## src/hdl/rvg_pkg.sv

```systemverilog
// Shared constants and controller/datapath interface types for the vector reduction block.
package rvg_pkg;

	localparam int VALUE_WIDTH_DEF = 16;

	typedef struct packed {
		logic load;
		logic gcd_step;
		logic div_start;
		logic div_step;
		logic out_load;
	} cmd_t;

	typedef struct packed {
		logic gcd_done;
		logic div_last;
	} sts_t;

endpackage

```

## src/hdl/rvg_datapath.sv

```systemverilog
// Datapath: magnitudes, binary gcd, two restoring dividers and the output register.
module rvg_datapath #(
	parameter int VALUE_WIDTH = rvg_pkg::VALUE_WIDTH_DEF
) (
	input  logic                    clk,
	input  rvg_pkg::cmd_t           cmd,
	output rvg_pkg::sts_t           sts,
	input  logic [VALUE_WIDTH-1:0]  x_delta,
	input  logic [VALUE_WIDTH-1:0]  y_delta,
	output logic [VALUE_WIDTH-1:0]  x_reduced,
	output logic [VALUE_WIDTH-1:0]  y_reduced
);

	localparam int W  = VALUE_WIDTH;
	localparam int KW = $clog2(W);

	logic [W-1:0]  a_q, b_q, g_q;
	logic [KW-1:0] k_q, cnt_q;
	logic [W-1:0]  xd_q, yd_q, xr_q, yr_q;
	logic          xneg_q, yneg_q;
	logic [W-1:0]  x_out_q, y_out_q;
	logic [W-1:0]  x_mag, y_mag, g_comb;
	logic [W-1:0]  x_sh, y_sh;
	logic          x_ge, y_ge;

	assign x_mag  = x_delta[W-1] ? (~x_delta + 1'b1) : x_delta;
	assign y_mag  = y_delta[W-1] ? (~y_delta + 1'b1) : y_delta;
	assign g_comb = (a_q | b_q) << k_q;

	assign x_sh = {xr_q[W-2:0], xd_q[W-1]};
	assign y_sh = {yr_q[W-2:0], yd_q[W-1]};
	assign x_ge = (x_sh >= g_q);
	assign y_ge = (y_sh >= g_q);

	assign sts.gcd_done = (a_q == '0) || (b_q == '0);
	assign sts.div_last = (cnt_q == KW'(W - 1));

	always_ff @(posedge clk) begin
		if (cmd.load) begin
			a_q    <= x_mag;
			b_q    <= y_mag;
			k_q    <= '0;
			xd_q   <= x_mag;
			yd_q   <= y_mag;
			xneg_q <= x_delta[W-1];
			yneg_q <= y_delta[W-1];
		end else if (cmd.gcd_step) begin
			if (!a_q[0] && !b_q[0]) begin
				a_q <= a_q >> 1;
				b_q <= b_q >> 1;
				k_q <= k_q + 1'b1;
			end else if (!a_q[0]) begin
				a_q <= a_q >> 1;
			end else if (!b_q[0]) begin
				b_q <= b_q >> 1;
			end else if (a_q >= b_q) begin
				a_q <= a_q - b_q;
			end else begin
				b_q <= b_q - a_q;
			end
		end else if (cmd.div_start) begin
			g_q   <= g_comb;
			xr_q  <= '0;
			yr_q  <= '0;
			cnt_q <= '0;
		end else if (cmd.div_step) begin
			xr_q  <= x_ge ? (x_sh - g_q) : x_sh;
			yr_q  <= y_ge ? (y_sh - g_q) : y_sh;
			xd_q  <= {xd_q[W-2:0], x_ge};
			yd_q  <= {yd_q[W-2:0], y_ge};
			cnt_q <= cnt_q + 1'b1;
		end
	end

	// A zero divisor only arises from the zero vector, which reduces to zero.
	always_ff @(posedge clk) begin
		if (cmd.out_load) begin
			if (g_q == '0) begin
				x_out_q <= '0;
				y_out_q <= '0;
			end else begin
				x_out_q <= xneg_q ? (~xd_q + 1'b1) : xd_q;
				y_out_q <= yneg_q ? (~yd_q + 1'b1) : yd_q;
			end
		end
	end

	assign x_reduced = x_out_q;
	assign y_reduced = y_out_q;

endmodule

```

## src/hdl/rvg_ctrl.sv

```systemverilog
// Controller state machine that sequences the gcd, the division and the output handoff.
module rvg_ctrl (
	input  logic           clk,
	input  logic           arst_n,
	input  logic           in_valid,
	output logic           in_ready,
	output logic           out_valid,
	input  logic           out_ready,
	input  rvg_pkg::sts_t  sts,
	output rvg_pkg::cmd_t  cmd
);

	typedef enum logic [3:0] {
		ST_IDLE = 4'b0001,
		ST_GCD  = 4'b0010,
		ST_DIV  = 4'b0100,
		ST_FIN  = 4'b1000
	} state_t;

	state_t state_q, state_d;
	logic   out_valid_q;

	always_comb begin
		state_d = state_q;
		cmd     = '0;
		case (state_q)
			ST_IDLE: begin
				if (in_valid) begin
					cmd.load = 1'b1;
					state_d  = ST_GCD;
				end
			end
			ST_GCD: begin
				if (sts.gcd_done) begin
					cmd.div_start = 1'b1;
					state_d       = ST_DIV;
				end else begin
					cmd.gcd_step = 1'b1;
				end
			end
			ST_DIV: begin
				cmd.div_step = 1'b1;
				if (sts.div_last) begin
					state_d = ST_FIN;
				end
			end
			ST_FIN: begin
				if (!out_valid_q || out_ready) begin
					cmd.out_load = 1'b1;
					state_d      = ST_IDLE;
				end
			end
			default: begin
				state_d = ST_IDLE;
			end
		endcase
	end

	always_ff @(posedge clk or negedge arst_n) begin
		if (!arst_n) begin
			state_q     <= ST_IDLE;
			out_valid_q <= 1'b0;
		end else begin
			state_q <= state_d;
			if (cmd.out_load) begin
				out_valid_q <= 1'b1;
			end else if (out_ready) begin
				out_valid_q <= 1'b0;
			end
		end
	end

	assign in_ready  = (state_q == ST_IDLE);
	assign out_valid = out_valid_q;

endmodule

```

## src/hdl/reduce_vector_by_gcd.sv

```systemverilog
// Top level: reduces a signed 2D vector to its primitive direction.
//
// Channel  Direction  Handshake            Payload
// in       input      in_valid/in_ready    x_delta, y_delta
// out      output     out_valid/out_ready  x_reduced, y_reduced
//
// A request is loaded, then runs binary gcd steps (one subtract or shift per cycle),
// latches the divisor, runs bit-serial division of both components in parallel, and
// finally fills the output register.
// One request is worked on at a time; a finished result waits in the output register
// while the next request is taken in, and the controller holds before loading a new result
// while that register is still full. Reset clears only the controller state and out_valid.
module reduce_vector_by_gcd #(
	parameter int VALUE_WIDTH = rvg_pkg::VALUE_WIDTH_DEF
) (
	input  logic                   clk,
	input  logic                   arst_n,
	input  logic                   in_valid,
	output logic                   in_ready,
	input  logic [VALUE_WIDTH-1:0] x_delta,
	input  logic [VALUE_WIDTH-1:0] y_delta,
	output logic                   out_valid,
	input  logic                   out_ready,
	output logic [VALUE_WIDTH-1:0] x_reduced,
	output logic [VALUE_WIDTH-1:0] y_reduced
);

	rvg_pkg::cmd_t cmd;
	rvg_pkg::sts_t sts;

	rvg_ctrl u_ctrl (
		.clk       (clk),
		.arst_n    (arst_n),
		.in_valid  (in_valid),
		.in_ready  (in_ready),
		.out_valid (out_valid),
		.out_ready (out_ready),
		.sts       (sts),
		.cmd       (cmd)
	);

	rvg_datapath #(
		.VALUE_WIDTH (VALUE_WIDTH)
	) u_datapath (
		.clk       (clk),
		.cmd       (cmd),
		.sts       (sts),
		.x_delta   (x_delta),
		.y_delta   (y_delta),
		.x_reduced (x_reduced),
		.y_reduced (y_reduced)
	);

endmodule

```

## config.mk

```make
export PLATFORM = sky130hd
export DESIGN_NAME = reduce_vector_by_gcd
export DESIGN_NICKNAME = d
export VERILOG_FILES = /design/src/hdl/rvg_pkg.sv /design/src/hdl/rvg_datapath.sv /design/src/hdl/rvg_ctrl.sv /design/src/hdl/reduce_vector_by_gcd.sv
export SDC_FILE = /design/constraint.sdc
export NUM_CORES = 1
export LEC_CHECK = 0
export ABC_AREA = 1
export BUFFER_PORTS_ARGS = -buffer_cell sky130_fd_sc_hd__buf_2
export CAP_MARGIN = 20
export CORE_ASPECT_RATIO = 0.5
export CORE_UTILIZATION = 56
export CTS_CLUSTER_SIZE = 12
export DETAILED_ROUTE_END_ITERATION = 10
export MAX_ROUTING_LAYER = met4
export PLACE_DENSITY = 0.85
export SLEW_MARGIN = 15
export SYNTH_ARGS = -nofsm -noshare
export SYNTH_HDL_FRONTEND = slang
export SYNTH_SLANG_ARGS = --single-unit
export TNS_END_PERCENT = 5
```

## constraint.sdc

```tcl
create_clock -name clk -period 3.75 [get_ports clk]
set_input_delay 0.375 -clock clk [delete_from_list [all_inputs] [get_ports clk]]
set_output_delay 0.375 -clock clk [all_outputs]
set_load 0.03 [all_outputs]
```

==> flow_metrics.env <==
export IMPL_p_sw_uw=5120
export IMPL_gp_congestion=1.02
export IMPL_grt_first_pass_wirelength_mm=51.5
export IMPL_placedCellCount=1983
export IMPL_p_comb_frac=0.552
export IMPL_chipHeight_um=106
export IMPL_n_fill_cell=1856
export IMPL_rsz0062_at_grt="false"
export IMPL_swShare=0.498
export IMPL_required_ps=3940
export IMPL_rows=37
export IMPL_grt_busiest_layer="met2"
export IMPL_period_needed_ps=2930
export IMPL_start_util=0.581
export IMPL_synthToLayoutAreaGrowth_pct=9.85
export IMPL_postSynthCellCount=1653
export IMPL_fin_worst_skew_ps=11.1
export IMPL_insertion_delay_ps=450
export IMPL_die_area_um2=22300
export IMPL_cts_sinks=157
export IMPL_power_density_nw_per_um2=773
export IMPL_syn_area_per_cell_um2=7.33
export IMPL_fin_cells=2017
export IMPL_hold_viol=0
export IMPL_first_global_vias=10279
export IMPL_worst_setup_path_start_kind="flop"
export IMPL_synth_edf_count=148
export IMPL_cts_tree="done"
export IMPL_seq_power_share=0.287
export IMPL_cellInternalPower_uw=5170
export IMPL_antenna_left=0
export IMPL_coreArea_um2=20900
export IMPL_netlist_area_um2=12100
export IMPL_dr_pass1_iters=6
export IMPL_drv_cap=0
export IMPL_grtUsageMet1=0.418
export IMPL_drt_iter0_drc=1138
export IMPL_drive_gt1_frac=0.0818
export IMPL_maxSlewViolCount=0
export IMPL_fin_crit_sh=0.781
export IMPL_worst_ep_arrival_time_ps=3120
export IMPL_gr_total_overflow=0
export IMPL_track_usage=0.305
export IMPL_setup_violations=0
export IMPL_drc_errors=0
export IMPL_yosys_area_share_simple=0.278
export IMPL_grt_max_degree=43
export IMPL_clock_fmax_mhz=342
export IMPL_synth_adder_area_share=0.0943
export IMPL_die_w_um=210
export IMPL_cts_clk_slew_worst_paths_ps=70
export IMPL_fin_setup_tns_ps=0
export IMPL_clockRootBuffer="clkbuf_16"
export IMPL_ys_async_sr_fraction=0.0318
export IMPL_status="finished clean"
export IMPL_grtUsageMet2=0.463
export IMPL_dp_hpwl_mm=25.0
export IMPL_synth_top_family_by_area="simple AND/OR/NAND/NOR gates"
export IMPL_cp_end_kind="flop"
export IMPL_cts_resized=0
export IMPL_worstSetupPathType="flop to flop"
export IMPL_hold_class="input pin to flop"
export IMPL_ys_ff_latch=157
export IMPL_wl_mm=32.3
export IMPL_synth_distinct_cells=45
export IMPL_vias=11315
export IMPL_ys_flop_type="edfxtp_1"
export IMPL_htreeDepth=4
export IMPL_crit_fanout=28
export IMPL_slew_headroom=0.562
export IMPL_synth_xor_area_frac=0.0253
export IMPL_gr_usage_met3=0.0558
export IMPL_nNetsFinal=1836
export IMPL_cts_setup_buffers=0
export IMPL_synth_mux_area_fraction=0.00165
export IMPL_synth_compound_area_frac=0.133
export IMPL_cts_buffers=17
export IMPL_synth_fp_nets=1778
export IMPL_post_drt_via_cell_ratio=5.61
export IMPL_power_leakage_uw=0.00621
export IMPL_antenna_found_initial=1
export IMPL_io_pins=70
export IMPL_clockBufferDepth=2
export IMPL_yosysSeqAreaShare=0.384
export IMPL_port_buffers=69
export IMPL_yosysWarnings=0
export IMPL_irDropWorstVdd_mv=0.538
export IMPL_wire_per_inst_um=16.0
export IMPL_worstMarginPinSlew_ps=656
export IMPL_clkPwrFrac=0.161
[critical path, stage by stage, from the launching register on]
cell      delay, ps
edfxtp_1        550
inv_1            80
ha_1            240
fa_1            420
o21a_1          250
o21ai_2         210
nand2_1          90
nand3_2         390
inv_1           200
a21oi_1         180
nor2_1           60
[stage by stage]
step	hold slack (ps)	utilization	power, uW	setup slack [ps]	area [um^2]
floorplan	79.4	-	6870	328	12100
global placement	194	0.610	8410	961	12700
detailed placement	192	0.610	8440	885	12700
CTS	112	0.638	10100	869	13300
global route	129	0.638	11000	667	13300
finish	120	0.638	10300	823	13300
[per-layer routing]
layer,up-vias,share of wire
met5,-,0
met4,0,0.022
met3,53,0.090
met2,496,0.44
met1,5156,0.45
li1,5610,-
[power groups by stage]
stage,Sequential [uW],Combinational (uW),Clock (uW)
5_1_grt,2970,6320,1740
4_1_cts,2920,5530,1660
3_3_place_gp,2960,5450,0
6_report,2950,5680,1660
2_1_floorplan,2750,4120,0
3_5_place_dp,2960,5490,0
[repair_timing]
action,CTS,global route
hold buffers,1,0
endpoints found under the hold margin,5,0
setup endpoints to repair,0,0
[worst paths after layout]
| kind | start | to | slack [ps] | cells after the start |
|---|---|---|---|---|
| setup reg to reg | u_datapath.xd_q[15]$_DFFE_PP_ | u_datapath.xr_q[14]$_SDFFCE_PP0P_ | 820 | 10 |
| setup / recovery | u_datapath.xd_q[15]$_DFFE_PP_ | u_datapath.xr_q[14]$_SDFFCE_PP0P_ | 820 | 10 |
| hold reg to reg | u_ctrl.out_valid$_DFFE_PN0P_ | u_ctrl.out_valid$_DFFE_PN0P_ | 570 | 2 |
| max in group asynchronous | arst_n | u_ctrl.state_q[0]$_DFFE_PN1P_ | 3260 | 2 |
| min in group asynchronous | arst_n | u_ctrl.state_q[1]$_DFFE_PN0P_ | 270 | 2 |
| hold / removal | out_ready | u_ctrl.out_valid$_DFFE_PN0P_ | 120 | 2 |
[cell usage in the layout, fill, tap and decap left out, drive strengths merged, types with 4 or more instances in the layout]
cell type / netlist / final
nand2: 454 / 454
nand4: 22 / 22
nor3: 37 / 37
ha: 85 / 85
o21a: 5 / 5
dfrtp: 4 / 4
clkbuf: 27 / 18
a21oi: 117 / 117
o21bai: 9 / 9
dfxtp: 4 / 4
nor2: 159 / 159
buf: 15 / 80
clkinv: 5 / 9
xnor2: 14 / 14
edfxtp: 148 / 148
a21o: 6 / 6
xor2: 21 / 21
clkinvlp: 0 / 4
inv: 214 / 220
nor4: 7 / 7
nand3b: 9 / 9
fa: 4 / 4
o21ai: 162 / 162
nand3: 111 / 111
[Yosys cell counts (6+ instances only)]
cell type  instances  area share
nor2_1           156       0.048
a21o_1             6      0.0037
nand3_1          108       0.045
ha_1              85       0.088
inv_1            209       0.065
nor3_1            35       0.014
o21bai_1           9      0.0056
xor2_1            21       0.015
clkbuf_1          25      0.0077
nand4_1           22       0.011
o21ai_1            9      0.0037
nor4_1             7      0.0036
xnor2_1           14       0.010
edfxtp_1         148        0.37
a21oi_1          114       0.047
nand3b_1           9      0.0056
o21ai_0          150       0.062
nand2_1          449        0.14
buf_2              9      0.0037
[area by class of cell]
cell class / count / area [um^2] / share of cell area
diodes: 1 / 2.50 / 0.000188
flip-flops and latches: 157 / 4650 / 0.349
clock inverters: 14 / 130 / 0.00977
multi-input cells: 1235 / 6480 / 0.486
well taps: 292 / 365 / 0.0274
repair buffers: 81 / 438 / 0.0329
inverters: 219 / 822 / 0.0617
clock buffers: 18 / 429 / 0.0322
[flip-flops by register name, summed over array words and instances (netlist names), 4 cells and up]
name,count
u_datapath.yr_q,15
u_ctrl.state_q,4
u_datapath.x_reduced,16
u_datapath.g_q,16
u_datapath.y_reduced,16
u_datapath.a_q,16
u_datapath.xr_q,15
u_datapath.xd_q,16
u_datapath.b_q,16
u_datapath.k_q,4
u_datapath.cnt_q,4
u_datapath.yd_q,16
[kinds of logic (layout without fill, tap and decap cells)]
group | after synthesis | after routing
AND/OR/NAND/NOR | 803 | 803
AO/OA/AOI/OAI | 306 | 306
buffers and inverters | 261 | 332
flip-flops | 157 | 157
adder cells (fa/ha/maj) | 89 | 89
XOR/XNOR | 35 | 35
multiplexers | 2 | 2
other | 0 | 1
Note: power is estimated with default switching activity, not from simulation.
